`src/rtl/lmst_pkg.sv`:
```
`default_nettype none
// ----------------------------------------------------------------------------
// lmst_pkg: shared types and constants of the LED multiplex scan timebase
// Item kinds, back-end states, queue entry, divider request/response, widths.
// ----------------------------------------------------------------------------
package lmst_pkg;

  localparam int unsigned ClockHzW    = 27;
  localparam int unsigned CounterW    = 16;
  localparam int unsigned LedCountW   = 5;
  localparam int unsigned CfgIdxW     = 2;
  localparam int unsigned CfgDataW    = 27;
  localparam int unsigned PinW        = 4;
  localparam int unsigned PosW        = 5;
  localparam int unsigned MicrosW     = 32;
  localparam int unsigned KhzW        = 18;

  localparam int unsigned InDataW     = 16;
  localparam int unsigned InUserW     = 2;
  localparam int unsigned OutDataW    = 48;

  localparam int unsigned DivNumW     = 73;
  localparam int unsigned DivDenW     = 27;
  localparam int unsigned DivQuoW     = 32;
  localparam int unsigned DivCntW     = 7;

  localparam logic [ClockHzW-1:0]  ClockHzReset    = 27'd14000000;
  localparam logic [CounterW-1:0]  CounterTopReset = 16'd65535;
  localparam logic [LedCountW-1:0] LedCountReset   = 5'd16;

  localparam logic [CounterW-1:0]  OffDelayTicks   = 16'd10;
  localparam logic [PosW-1:0]      PosNone         = 5'd31;
  localparam logic [14:0]          UsScale         = 15'd31250;
  localparam int unsigned          UsShift         = 9;
  localparam logic [13:0]          TickUsMul       = 14'd16000;

  // floor(hz / 1000) as (hz * KhzRecip) >> KhzShift, exact for any 27-bit hz
  localparam int unsigned          KhzProdW        = 55;
  localparam logic [27:0]          KhzRecip        = 28'd137438954;
  localparam int unsigned          KhzShift        = 37;

  localparam int unsigned UsNumW      = 30;
  localparam int unsigned OvfProdAW   = 49;
  localparam int unsigned OvfProdBW   = 64;

  typedef enum logic [1:0] {
    OP_TICK  = 2'd0,
    OP_START = 2'd1,
    OP_READ  = 2'd2,
    OP_WRITE = 2'd3
  } op_e;

  typedef enum logic [CfgIdxW-1:0] {
    CFG_CLOCK_HZ    = 2'd0,
    CFG_COUNTER_TOP = 2'd1,
    CFG_LED_COUNT   = 2'd2
  } cfg_idx_e;

  typedef enum logic [3:0] {
    ST_IDLE,
    ST_STEP,
    ST_LIGHT,
    ST_MUL_A,
    ST_MUL_B,
    ST_OVF_GO,
    ST_OVF_WAIT,
    ST_KHZ,
    ST_US_GO,
    ST_US_WAIT,
    ST_EMIT
  } back_state_e;

  typedef struct packed {
    op_e             op;
    logic            wr_ok;
    logic [3:0]      entry;
    logic [PinW-1:0] cathode;
    logic [PinW-1:0] anode;
  } q_item_t;

  typedef struct packed {
    logic                we;
    logic [CfgIdxW-1:0]  idx;
    logic [CfgDataW-1:0] data;
  } cfg_wr_t;

  typedef struct packed {
    logic               start;
    logic [DivNumW-1:0] num;
    logic [DivCntW-1:0] nbits;
    logic [DivDenW-1:0] den;
  } div_req_t;

  typedef struct packed {
    logic               busy;
    logic               done;
    logic [DivQuoW-1:0] quo;
  } div_rsp_t;

endpackage
`default_nettype wire

```
`src/rtl/lmst_front.sv`:
```
`default_nettype none
// ----------------------------------------------------------------------------
// lmst_front: input acceptance and classification
// Decodes each input transaction into a queue entry and holds up to two
// entries for the back end.
// ----------------------------------------------------------------------------
module lmst_front #(
  parameter int unsigned MAX_LEDS = 16
) (
  input  wire                          clk_i,
  input  wire                          rst_ni,
  input  wire                          s_axis_tvalid,
  output logic                         s_axis_tready,
  // entry[3:0], cathode_line[7:4], anode_line[11:8], zero[15:12]
  input  wire  [lmst_pkg::InDataW-1:0] s_axis_tdata,
  // kind[1:0]
  input  wire  [lmst_pkg::InUserW-1:0] s_axis_tuser,
  output logic                         q_valid_o,
  input  wire                          q_pop_i,
  output lmst_pkg::q_item_t            q_item_o
);
  import lmst_pkg::*;

  q_item_t    q_mem_q [2];
  logic       wr_ptr_q, wr_ptr_d;
  logic       rd_ptr_q, rd_ptr_d;
  logic [1:0] cnt_q, cnt_d;
  q_item_t    item_in;
  logic       push;
  logic       pop;

  always_comb begin
    item_in.op      = op_e'(s_axis_tuser);
    item_in.entry   = s_axis_tdata[3:0];
    item_in.cathode = s_axis_tdata[7:4];
    item_in.anode   = s_axis_tdata[11:8];
    item_in.wr_ok   = ({28'd0, s_axis_tdata[3:0]} < 32'(MAX_LEDS));
  end

  assign s_axis_tready = (cnt_q != 2'd2);
  assign push          = s_axis_tvalid && s_axis_tready;
  assign q_valid_o     = (cnt_q != 2'd0);
  assign pop           = q_pop_i && q_valid_o;
  assign q_item_o      = q_mem_q[rd_ptr_q];

  always_comb begin
    wr_ptr_d = push ? ~wr_ptr_q : wr_ptr_q;
    rd_ptr_d = pop ? ~rd_ptr_q : rd_ptr_q;
    cnt_d    = cnt_q + {1'b0, push} - {1'b0, pop};
  end

  always_ff @(posedge clk_i or negedge rst_ni) begin
    if (!rst_ni) begin
      wr_ptr_q <= 1'b0;
      rd_ptr_q <= 1'b0;
      cnt_q    <= 2'd0;
    end else begin
      wr_ptr_q <= wr_ptr_d;
      rd_ptr_q <= rd_ptr_d;
      cnt_q    <= cnt_d;
    end
  end

  always_ff @(posedge clk_i) begin
    if (push) begin
      q_mem_q[wr_ptr_q] <= item_in;
    end
  end

endmodule
`default_nettype wire

```
`src/rtl/lmst_div.sv`:
```
`default_nettype none
// ----------------------------------------------------------------------------
// lmst_div: shared restoring divider
// One quotient bit per cycle over a left-aligned dividend; keeps the low
// quotient bits.
// ----------------------------------------------------------------------------
module lmst_div (
  input  wire                clk_i,
  input  wire                rst_ni,
  input  lmst_pkg::div_req_t req_i,
  output lmst_pkg::div_rsp_t rsp_o
);
  import lmst_pkg::*;

  logic               busy_q, busy_d;
  logic               done_q, done_d;
  logic [DivCntW-1:0] cnt_q, cnt_d;
  logic [DivNumW-1:0] num_q, num_d;
  logic [DivDenW-1:0] den_q, den_d;
  logic [DivDenW-1:0] rem_q, rem_d;
  logic [DivQuoW-1:0] quo_q, quo_d;
  logic [DivDenW:0]   trial;
  logic [DivDenW:0]   diff;
  logic               ge;

  assign trial = {rem_q, num_q[DivNumW-1]};
  assign diff  = trial - {1'b0, den_q};
  assign ge    = (trial >= {1'b0, den_q});

  always_comb begin
    busy_d = busy_q;
    done_d = 1'b0;
    cnt_d  = cnt_q;
    num_d  = num_q;
    den_d  = den_q;
    rem_d  = rem_q;
    quo_d  = quo_q;
    if (req_i.start && !busy_q) begin
      busy_d = 1'b1;
      cnt_d  = req_i.nbits;
      num_d  = req_i.num;
      den_d  = req_i.den;
      rem_d  = '0;
      quo_d  = '0;
    end else if (busy_q) begin
      num_d = {num_q[DivNumW-2:0], 1'b0};
      rem_d = ge ? diff[DivDenW-1:0] : trial[DivDenW-1:0];
      quo_d = {quo_q[DivQuoW-2:0], ge};
      cnt_d = cnt_q - DivCntW'(1);
      if (cnt_q == DivCntW'(1)) begin
        busy_d = 1'b0;
        done_d = 1'b1;
      end
    end
  end

  always_ff @(posedge clk_i or negedge rst_ni) begin
    if (!rst_ni) begin
      busy_q <= 1'b0;
      done_q <= 1'b0;
      cnt_q  <= '0;
    end else begin
      busy_q <= busy_d;
      done_q <= done_d;
      cnt_q  <= cnt_d;
    end
  end

  always_ff @(posedge clk_i) begin
    num_q <= num_d;
    den_q <= den_d;
    rem_q <= rem_d;
    quo_q <= quo_d;
  end

  assign rsp_o.busy = busy_q;
  assign rsp_o.done = done_q;
  assign rsp_o.quo  = quo_q;

endmodule
`default_nettype wire

```
`src/rtl/lmst_back.sv`:
```
`default_nettype none
// ----------------------------------------------------------------------------
// lmst_back: timebase and scan execution
// Runs the tick counter, the LED scan sequencer, the overflow and time
// computations, and holds the result in an output register.
// ----------------------------------------------------------------------------
module lmst_back #(
  parameter int unsigned MAX_LEDS = 16
) (
  input  wire                           clk_i,
  input  wire                           rst_ni,
  input  lmst_pkg::cfg_wr_t             cfg_i,
  input  wire                           q_valid_i,
  input  lmst_pkg::q_item_t             q_item_i,
  output logic                          q_pop_o,
  output lmst_pkg::div_req_t            div_req_o,
  input  lmst_pkg::div_rsp_t            div_rsp_i,
  output logic                          m_axis_tvalid,
  input  wire                           m_axis_tready,
  // anode_on[0], anode_pin[4:1], cathode_on[5], cathode_pin[9:6],
  // led_step[10], scan_done[11], micros[43:12], zero[47:44]
  output logic [lmst_pkg::OutDataW-1:0] m_axis_tdata
);
  import lmst_pkg::*;

  localparam int unsigned TabAw    = (MAX_LEDS > 1) ? $clog2(MAX_LEDS) : 1;
  localparam logic [6:0]  MaxLedsW = 7'(MAX_LEDS);

  back_state_e          state_q, state_d;
  logic [ClockHzW-1:0]  clock_hz_q, clock_hz_d;
  logic [CounterW-1:0]  top_q, top_d;
  logic [LedCountW-1:0] led_count_q, led_count_d;

  logic [CounterW-1:0]  tick_q, tick_d;
  logic [CounterW-1:0]  cmp_q, cmp_d;
  logic                 armed_q, armed_d;
  logic [MicrosW-1:0]   total_q, total_d;
  logic [MicrosW-1:0]   base_q, base_d;
  logic [PosW-1:0]      pos_q, pos_d;
  logic                 cath_on_q, cath_on_d;
  logic [PinW-1:0]      cath_pin_q, cath_pin_d;
  logic                 lit_on_q, lit_on_d;
  logic [PinW-1:0]      lit_pin_q, lit_pin_d;
  logic                 ovf_q, ovf_d;
  logic                 step_q, step_d;
  logic                 done_q, done_d;
  logic [MicrosW-1:0]   micros_q, micros_d;
  logic [KhzW-1:0]      khz_q, khz_d;
  logic [OvfProdAW-1:0] prod_a_q, prod_a_d;
  logic [OvfProdBW-1:0] prod_b_q, prod_b_d;
  logic                 ovalid_q, ovalid_d;
  logic [OutDataW-1:0]  odata_q, odata_d;

  logic [7:0]           tab_mem [MAX_LEDS];
  logic [7:0]           tab_rdata_q;
  logic                 tab_we;
  logic [TabAw-1:0]     tab_waddr;
  logic [TabAw-1:0]     tab_raddr;

  logic [CounterW-1:0]  tick_inc;
  logic                 tick_wrap;
  logic [PosW-1:0]      pos_inc;
  logic [6:0]           limit;
  logic                 in_scan;
  logic [CounterW:0]    period;
  logic [UsNumW-1:0]    us_num;
  logic [KhzProdW-1:0]  khz_prod;
  logic                 oload;

  assign tick_wrap = (tick_q >= top_q);
  assign tick_inc  = tick_wrap ? '0 : tick_q + CounterW'(1);
  assign pos_inc   = pos_q + PosW'(1);
  assign limit     = ({2'd0, led_count_q} < MaxLedsW) ? {2'd0, led_count_q} : MaxLedsW;
  assign in_scan   = ({2'd0, pos_inc} < limit);
  assign period    = {1'b0, top_q} + 17'd1;
  assign us_num    = UsNumW'(tick_q) * UsNumW'(TickUsMul);
  assign khz_prod  = KhzProdW'(clock_hz_q) * KhzProdW'(KhzRecip);
  assign tab_waddr = TabAw'(q_item_i.entry);
  assign tab_raddr = TabAw'(pos_inc);

  always_comb begin
    clock_hz_d  = clock_hz_q;
    top_d       = top_q;
    led_count_d = led_count_q;
    if (cfg_i.we) begin
      case (cfg_i.idx)
        CFG_CLOCK_HZ:    clock_hz_d  = cfg_i.data[ClockHzW-1:0];
        CFG_COUNTER_TOP: top_d       = cfg_i.data[CounterW-1:0];
        CFG_LED_COUNT:   led_count_d = cfg_i.data[LedCountW-1:0];
        default:         ;
      endcase
    end
  end

  always_comb begin
    state_d    = state_q;
    tick_d     = tick_q;
    cmp_d      = cmp_q;
    armed_d    = armed_q;
    total_d    = total_q;
    base_d     = base_q;
    pos_d      = pos_q;
    cath_on_d  = cath_on_q;
    cath_pin_d = cath_pin_q;
    lit_on_d   = lit_on_q;
    lit_pin_d  = lit_pin_q;
    ovf_d      = ovf_q;
    step_d     = step_q;
    done_d     = done_q;
    micros_d   = micros_q;
    khz_d      = khz_q;
    prod_a_d   = prod_a_q;
    prod_b_d   = prod_b_q;
    q_pop_o    = 1'b0;
    tab_we     = 1'b0;
    oload      = 1'b0;
    div_req_o.start = 1'b0;
    div_req_o.num   = '0;
    div_req_o.nbits = '0;
    div_req_o.den   = DivDenW'(1);

    case (state_q)
      ST_IDLE: begin
        if (q_valid_i) begin
          q_pop_o  = 1'b1;
          ovf_d    = 1'b0;
          step_d   = 1'b0;
          done_d   = 1'b0;
          micros_d = '0;
          case (q_item_i.op)
            OP_TICK: begin
              tick_d = tick_inc;
              ovf_d  = tick_wrap;
              if (tick_wrap) begin
                total_d = total_q + MicrosW'(1);
              end
              if (armed_q && (tick_inc == cmp_q)) begin
                step_d  = 1'b1;
                state_d = ST_STEP;
              end else if (tick_wrap) begin
                state_d = ST_MUL_A;
              end else begin
                state_d = ST_EMIT;
              end
            end
            OP_START: begin
              step_d  = 1'b1;
              state_d = ST_STEP;
            end
            OP_READ: begin
              state_d = ST_KHZ;
            end
            default: begin
              tab_we  = q_item_i.wr_ok;
              state_d = ST_EMIT;
            end
          endcase
        end
      end
      ST_STEP: begin
        lit_on_d  = 1'b0;
        lit_pin_d = '0;
        if (in_scan) begin
          pos_d   = pos_inc;
          state_d = ST_LIGHT;
        end else begin
          pos_d      = PosNone;
          cath_on_d  = 1'b0;
          cath_pin_d = '0;
          armed_d    = 1'b0;
          done_d     = 1'b1;
          state_d    = ovf_q ? ST_MUL_A : ST_EMIT;
        end
      end
      ST_LIGHT: begin
        cath_on_d  = 1'b1;
        cath_pin_d = tab_rdata_q[7:4];
        lit_on_d   = 1'b1;
        lit_pin_d  = tab_rdata_q[3:0];
        cmp_d      = tick_q + OffDelayTicks;
        armed_d    = 1'b1;
        state_d    = ovf_q ? ST_MUL_A : ST_EMIT;
      end
      ST_MUL_A: begin
        prod_a_d = OvfProdAW'(total_q) * OvfProdAW'(period);
        state_d  = ST_MUL_B;
      end
      ST_MUL_B: begin
        prod_b_d = OvfProdBW'(prod_a_q) * OvfProdBW'(UsScale);
        state_d  = ST_OVF_GO;
      end
      ST_OVF_GO: begin
        div_req_o.start = 1'b1;
        div_req_o.num   = {prod_b_q, {UsShift{1'b0}}};
        div_req_o.nbits = DivCntW'(DivNumW);
        div_req_o.den   = (clock_hz_q == '0) ? DivDenW'(1) : clock_hz_q;
        state_d         = ST_OVF_WAIT;
      end
      ST_OVF_WAIT: begin
        if (div_rsp_i.done) begin
          base_d  = div_rsp_i.quo;
          ovf_d   = 1'b0;
          state_d = ST_EMIT;
        end
      end
      ST_KHZ: begin
        khz_d   = khz_prod[KhzShift +: KhzW];
        state_d = ST_US_GO;
      end
      ST_US_GO: begin
        div_req_o.start = 1'b1;
        div_req_o.num   = {us_num, {(DivNumW-UsNumW){1'b0}}};
        div_req_o.nbits = DivCntW'(UsNumW);
        div_req_o.den   = (khz_q == '0) ? DivDenW'(1) : DivDenW'(khz_q);
        state_d         = ST_US_WAIT;
      end
      ST_US_WAIT: begin
        if (div_rsp_i.done) begin
          micros_d = base_q + div_rsp_i.quo;
          state_d  = ST_EMIT;
        end
      end
      ST_EMIT: begin
        if (!ovalid_q || m_axis_tready) begin
          oload   = 1'b1;
          state_d = ST_IDLE;
        end
      end
      default: begin
        state_d = ST_IDLE;
      end
    endcase
  end

  always_comb begin
    ovalid_d = ovalid_q;
    odata_d  = odata_q;
    if (oload) begin
      ovalid_d = 1'b1;
      odata_d  = {4'd0, micros_q, done_q, step_q, cath_pin_q, cath_on_q,
                  lit_pin_q, lit_on_q};
    end else if (m_axis_tready) begin
      ovalid_d = 1'b0;
    end
  end

  always_ff @(posedge clk_i or negedge rst_ni) begin
    if (!rst_ni) begin
      state_q     <= ST_IDLE;
      clock_hz_q  <= ClockHzReset;
      top_q       <= CounterTopReset;
      led_count_q <= LedCountReset;
      tick_q      <= '0;
      cmp_q       <= '0;
      armed_q     <= 1'b0;
      total_q     <= '0;
      base_q      <= '0;
      pos_q       <= PosNone;
      cath_on_q   <= 1'b0;
      cath_pin_q  <= '0;
      lit_on_q    <= 1'b0;
      lit_pin_q   <= '0;
      ovf_q       <= 1'b0;
      step_q      <= 1'b0;
      done_q      <= 1'b0;
      micros_q    <= '0;
      ovalid_q    <= 1'b0;
    end else begin
      state_q     <= state_d;
      clock_hz_q  <= clock_hz_d;
      top_q       <= top_d;
      led_count_q <= led_count_d;
      tick_q      <= tick_d;
      cmp_q       <= cmp_d;
      armed_q     <= armed_d;
      total_q     <= total_d;
      base_q      <= base_d;
      pos_q       <= pos_d;
      cath_on_q   <= cath_on_d;
      cath_pin_q  <= cath_pin_d;
      lit_on_q    <= lit_on_d;
      lit_pin_q   <= lit_pin_d;
      ovf_q       <= ovf_d;
      step_q      <= step_d;
      done_q      <= done_d;
      micros_q    <= micros_d;
      ovalid_q    <= ovalid_d;
    end
  end

  always_ff @(posedge clk_i) begin
    khz_q    <= khz_d;
    prod_a_q <= prod_a_d;
    prod_b_q <= prod_b_d;
    odata_q  <= odata_d;
  end

  always_ff @(posedge clk_i) begin
    if (tab_we) begin
      tab_mem[tab_waddr] <= {q_item_i.cathode, q_item_i.anode};
    end
    tab_rdata_q <= tab_mem[tab_raddr];
  end

  assign m_axis_tvalid = ovalid_q;
  assign m_axis_tdata  = odata_q;

endmodule
`default_nettype wire

```
`src/rtl/led_multiplex_scan_timebase_top.sv`:
```
`default_nettype none
// ----------------------------------------------------------------------------
// led_multiplex_scan_timebase_top: LED multiplex scan timebase
// Tick counter with overflow time base, compare-driven LED scan sequencer
// and microsecond time queries.
// ----------------------------------------------------------------------------
// Every input transaction yields exactly one result transaction. A tick,
// start or table write passes through the emit state; a scan step adds the
// step state, and the light state when it lights an entry. A tick that wraps
// the counter adds two multiply stages, the divider start and a wait for the
// 73 quotient bits of the overflow time base. A time query first takes the
// kilohertz value from a reciprocal multiply, then the shared restoring
// divider produces the 30 quotient bits of the tick term at one bit per
// cycle. A result may wait for the output register to drain. A two-entry
// queue takes new transactions while the back end works or a result waits
// on the output register, until it is full. Table entries must be written
// before a scan reads them.
module led_multiplex_scan_timebase_top #(
  parameter int unsigned MAX_LEDS = 16
) (
  input  wire                           clk_i,
  input  wire                           rst_ni,
  input  wire                           cfg_we_i,
  input  wire  [lmst_pkg::CfgIdxW-1:0]  cfg_idx_i,
  input  wire  [lmst_pkg::CfgDataW-1:0] cfg_data_i,
  input  wire                           s_axis_tvalid,
  output logic                          s_axis_tready,
  // entry[3:0], cathode_line[7:4], anode_line[11:8], zero[15:12]
  input  wire  [lmst_pkg::InDataW-1:0]  s_axis_tdata,
  // kind[1:0]
  input  wire  [lmst_pkg::InUserW-1:0]  s_axis_tuser,
  output logic                          m_axis_tvalid,
  input  wire                           m_axis_tready,
  // anode_on[0], anode_pin[4:1], cathode_on[5], cathode_pin[9:6],
  // led_step[10], scan_done[11], micros[43:12], zero[47:44]
  output logic [lmst_pkg::OutDataW-1:0] m_axis_tdata
);
  import lmst_pkg::*;

  cfg_wr_t  cfg_wr;
  logic     q_valid;
  logic     q_pop;
  q_item_t  q_item;
  div_req_t div_req;
  div_rsp_t div_rsp;

  assign cfg_wr.we   = cfg_we_i;
  assign cfg_wr.idx  = cfg_idx_i;
  assign cfg_wr.data = cfg_data_i;

  lmst_front #(
    .MAX_LEDS (MAX_LEDS)
  ) u_front (
    .clk_i         (clk_i),
    .rst_ni        (rst_ni),
    .s_axis_tvalid (s_axis_tvalid),
    .s_axis_tready (s_axis_tready),
    .s_axis_tdata  (s_axis_tdata),
    .s_axis_tuser  (s_axis_tuser),
    .q_valid_o     (q_valid),
    .q_pop_i       (q_pop),
    .q_item_o      (q_item)
  );

  lmst_div u_div (
    .clk_i  (clk_i),
    .rst_ni (rst_ni),
    .req_i  (div_req),
    .rsp_o  (div_rsp)
  );

  lmst_back #(
    .MAX_LEDS (MAX_LEDS)
  ) u_back (
    .clk_i         (clk_i),
    .rst_ni        (rst_ni),
    .cfg_i         (cfg_wr),
    .q_valid_i     (q_valid),
    .q_item_i      (q_item),
    .q_pop_o       (q_pop),
    .div_req_o     (div_req),
    .div_rsp_i     (div_rsp),
    .m_axis_tvalid (m_axis_tvalid),
    .m_axis_tready (m_axis_tready),
    .m_axis_tdata  (m_axis_tdata)
  );

  a_div_start_idle: assert property (@(posedge clk_i) disable iff (!rst_ni)
    div_req.start |-> !div_rsp.busy)
    else $error("divider started while busy");

  a_div_busy_cause: assert property (@(posedge clk_i) disable iff (!rst_ni)
    $rose(div_rsp.busy) |-> $past(div_req.start))
    else $error("divider busy without a start");

  a_pop_has_item: assert property (@(posedge clk_i) disable iff (!rst_ni)
    q_pop |-> q_valid)
    else $error("queue popped while empty");

  a_done_pulse: assert property (@(posedge clk_i) disable iff (!rst_ni)
    div_rsp.done |=> !div_rsp.done)
    else $error("divider done held longer than one cycle");

endmodule
`default_nettype wire

```
`config.mk`:
```
export PLATFORM = sky130hd
export DESIGN_NAME = led_multiplex_scan_timebase_top
export DESIGN_NICKNAME = d
export VERILOG_FILES = /design/src/rtl/lmst_pkg.sv /design/src/rtl/lmst_front.sv /design/src/rtl/lmst_div.sv /design/src/rtl/lmst_back.sv /design/src/rtl/led_multiplex_scan_timebase_top.sv
export SDC_FILE = /design/constraint.sdc
export NUM_CORES = 2
export LEC_CHECK = 0
export BUFFER_PORTS_ARGS = -buffer_cell sky130_fd_sc_hd__buf_2
export CORE_ASPECT_RATIO = 0.9
export CORE_MARGIN = 2
export CORE_UTILIZATION = 39
export CTS_CLUSTER_SIZE = 40
export DETAILED_ROUTE_END_ITERATION = 8
export GPL_TIMING_DRIVEN = 0
export HOLD_SLACK_MARGIN = 0.08
export PLACE_DENSITY_LB_ADDON = 0.05
export SETUP_SLACK_MARGIN = 0.5
export SYNTH_ARGS = -nofsm -noshare
export SYNTH_HDL_FRONTEND = slang
export SYNTH_SLANG_ARGS = --single-unit
```
`constraint.sdc`:
```
create_clock -name clk_i -period 10.2 [get_ports clk_i]
set_clock_uncertainty 0.05 [all_clocks]
set_input_delay 0.51 -clock clk_i [delete_from_list [all_inputs] [get_ports clk_i]]
set_output_delay 0.51 -clock clk_i [all_outputs]
set_load 0.05 [all_outputs]
```
==> summary.md <==
| Metric | Value |
|---|---|
| Outcome | finished clean |
| Top cells by count, synth | inv_1 (1526), fa_1 (950), ha_1 (771), nand2_1 (692), edfxtp_1 (420) |
| DPL Wire Length | 166000 µm |
| Warnings from Yosys | 0 |
| Met1 GRT Util | 32.9% |
| Psw | 0.00871 W |
| Cell Area, Synth | 71900 µm² |
| CP most frequent cell | fa_1 |
| Post-synth EDFFs | 420 |
| Synth cell types | 88 |
| Synth top area share | 26.5% |
| Hold Crit Endpoint | u_back.clock_hz_q[5] |
| FF+latch count, synth | 699 |
| Die X-Extent | 457 µm |
| Initial antenna violation count | 13 |
| Area of the core | 183000 µm² |
| H-Tree Depth | 3 |
| Die Footprint | 188000 µm² |
| Total track usage | 22.2% |
| CP bufs+invs | 5 |
| Clock latency on the worst-skew pair | 0.73 ns |
| DRC | 0 |
| Reg-to-reg endpoint | u_back.prod_a_q[48] |
| Worst EP arrival | 9.76 ns |
| Num CTS Buffers | 84 |
| Peak supply drop | 1570 µV |
| Worst r2r src | u_back.top_q[0] |
| Fin crit period | 9.39 ns |
| Pleak | 38.2 nW |
| Worst slack at placement | -1.03 ns |
| Critical Path RT | 10.57 ns |
| Placed cells | 9545 |
| First-pass iteration count of the detailed router | 5 |
| Fin cells | 9743 |
| Area of the multi-input gates | 46200 µm² |
| Cell-internal power | 0.0101 W |
| Final hold violation count | 0 |
| Hold WS | 0.116 ns |
| Most Crowded Layer GR | met2 |
| Hold_sp | cfg_data_i[5] |
| Sw Share | 46.4% |
| First-pass GRT wire length | 318000 µm |
| Clock slew at reported path FFs | 0.06 ns |
| Post-Synthesis Cells | 7012 |
| Share of cells above drive strength 1 | 6.65% |
| CP max stage delay | 0.75 ns |
| Placement-stage cell area | 75800 µm² |
| Routed Wire Length | 203000 µm |
| Power Dens Cells | 237 nW/µm² |
| Filler instances | 17800 |
| Comb power frac | 65.0% |
| Die Ht | 411 µm |
| FFs w/ async S/R, synth | 30.3% |
| Most used DFF post-synth | edfxtp_1 |
| Synth area leader | fa_1 |
| FF+latch area | 19300 µm² |
| Relative slew slack | 14.4% |
| Flop2flop setup slack | 0.81 ns |
| Starting DRT DRC Count | 2859 |
| Slew @ Worst Pin | 1.28 ns |
| Top post-synthesis cells by area | fa_1 (26%), edfxtp_1 (18%), ha_1 (13%) |
| Startpoint Class | flip-flop |
| CTS root buf | clkbuf_16 |
| Max clock buf depth | 3 |
| M2 GR Usage | 35.5% |
| Port Buffers | 93 |
| DR vias | 48900 |
| Final GP Congestion | 0.873 |
| Sequential share of power | 17.9% |
| Syn Area/Cell | 10.3 µm² |
| Slowest CP cell | dfstp_4 |
| Worst Setup Slack, final | 0.810 ns |
| Clk pwr share | 17.0% |
| Largest net degree at the start of global routing | 107 |
| Wire per inst | 20.9 µm |
| Initial Utilization | 39.2% |
| Max-Cap Viols | 0 |
| Worst Path Max Fanout | 10 |
| Final #Nets | 9027 |
| # rows | 149 |
| Finished Core Util | 43.3% |
| HP Class | in2reg |
| Tcrit/Tclk final | 92.1% |
| Post-Layout Inst Area | 79400 µm² |
| Hold Path Depth | 3 |
| RSZ-0062 raised after global routing | false |
| Top-Level Pins | 102 |
| Cell count of the worst reg-to-reg path | 28 |
| TritonCTS clock tree | done |
| Vias in the first global route | 51800 |
| Final Setup Violations | 0 |
| GRT met3 Usage | 1.92% |
| P&R area growth vs syn | 10.5% |
| Crit. End Element | flip-flop |
| Vias per inst | 5.02 |
| Seq/Total Area, Yosys | 26.8% |
| Worst path top cell family by delay | adder cells |
| Gr ovfl total | 0 |
| Post-route ant nets | 0 |
| CTS sink count | 699 |
| Max Fclk | 0.106 GHz |
| CP Class | reg2reg |
| Max-slew violation count | 0 |
| Most frequent cell after synthesis | inv_1 |
layout make-up:
| type | count | area share [%] |
|---|---|---|
| multi-input combinational | 4558 | 58.2 |
| sequential | 699 | 24.3 |
| inverter | 1529 | 7.23 |
| tap | 2416 | 3.81 |
| clock buffer | 107 | 2.82 |
| timing repair buffer | 153 | 1.53 |
| buffer | 229 | 1.18 |
| clock inverter | 49 | 0.912 |
| antenna | 3 | 0.00945 |
logic make-up after synthesis:
family,Yosys count,synth area share [%]
other,1,0.00522
buffers and inverters,1758,9.23
xor gates and xnor gates,263,3.20
adders and majority gates,1721,39.9
muxes,115,2.27
AOI/OAI and AO/OA,983,9.01
DFF,699,26.8
and+or+nand+nor,1472,9.57
how the worst max path moves through the flow:
stage / start / end / depth (start not counted)
final: u_back.top_q[0] / u_back.prod_a_q[48] / 28
after global routing: u_back.top_q[0] / u_back.prod_a_q[48] / 29
after CTS: u_back.top_q[0] / u_back.prod_a_q[48] / 27
after detailed placement: u_back.top_q[0] / u_back.prod_a_q[48] / 29
after global placement: u_back.top_q[0] / u_back.prod_a_q[42] / 28
after floorplan: u_back.top_q[0] / u_back.prod_a_q[44] / 29
worst min-delay path, stage by stage:
cell and delay, ns:
buf_2 0.16, nand2_1 0.06, o21ai_0 0.06
metrics by stage:
step                      total power (W)  TNS (ns)
after floorplan                    0.0121         0
after global placement             0.0155     -7.30
after detailed placement           0.0156     -6.83
after CTS                          0.0190         0
after global routing               0.0208         0
final                              0.0188         0
placed cells by master (no fill, tap or decap), types with 14 or more instances in the layout:
cell           instances
dfstp_2               33
nor2_1               202
nor3_1                63
o211ai_1              23
fa_1                 950
and3_1                45
mux2_2                65
edfxtp_1             420
mux2i_1               18
buf_2                105
nand3_1               71
nand2_1              692
o21a_1                33
clkbuf_16             84
clkbuf_2              16
xnor2_1              164
inv_1               1525
dfxtp_1               67
or3_1                 14
a22oi_1               21
clkinv_2              15
a22o_1               100
dlygate4sd3_1         33
nand2b_1              66
mux4_2                32
clkbuf_1             203
a21oi_1              215
dfrtp_1              178
nand4_1               42
and2_1               159
o21ai_0              232
a21o_1               109
xor2_1                87
a211oi_1              31
ha_1                 771
nor2b_1               41
a211o_1               16
o31ai_1               28
a31oi_1               39
o21bai_1              20
flip-flops by register name, summed over array words and instances, names as in the netlist, 5 cells and up:
signal               flops
u_back.base_q           32
u_back.clock_hz_q       27
u_back.cmp_q            16
u_back.khz_q            18
u_back.led_count_q       5
u_back.m_axis_tdata     44
u_back.micros_q         32
u_back.pos_q             5
u_back.prod_a_q         49
u_back.prod_b_q         63
u_back.tab_mem         128
u_back.tab_rdata_q       8
u_back.tick_q           16
u_back.top_q            16
u_back.total_q          32
u_div.cnt_q              7
u_div.den_q             27
u_div.num_q             63
u_div.quo_q             32
u_div.rem_q             27
u_front.q_mem_q         28
timing repair:
| action | CTS | global route |
|---|---|---|
| setup buffers | 0 | 6 |
| gates resized for setup | 31 | 43 |
| pin swaps | 1 | 6 |
| endpoints found under the hold margin | 224 | 0 |
| setup endpoints to repair | 21 | 12 |
| hold buffers | 33 | 0 |
routing by layer:
| layer | share of wire (%) | up-vias |
|---|---|---|
| met3 | 3.0 | 180 |
| li1 | - | 23200 |
| met4 | 1.9 | 4 |
| met2 | 45 | 772 |
| met5 | 0.011 | - |
| met1 | 50 | 24800 |
power groups by stage:
stage                     Sequential (W)  Clock, W  Combinational, W
after floorplan                  0.00333         0           0.00874
after global placement           0.00342         0            0.0121
after detailed placement         0.00342         0            0.0122
after CTS                        0.00337   0.00329            0.0124
after global routing             0.00337   0.00339            0.0140
final                            0.00337   0.00320            0.0122
(Power assumes the default switching activity.)
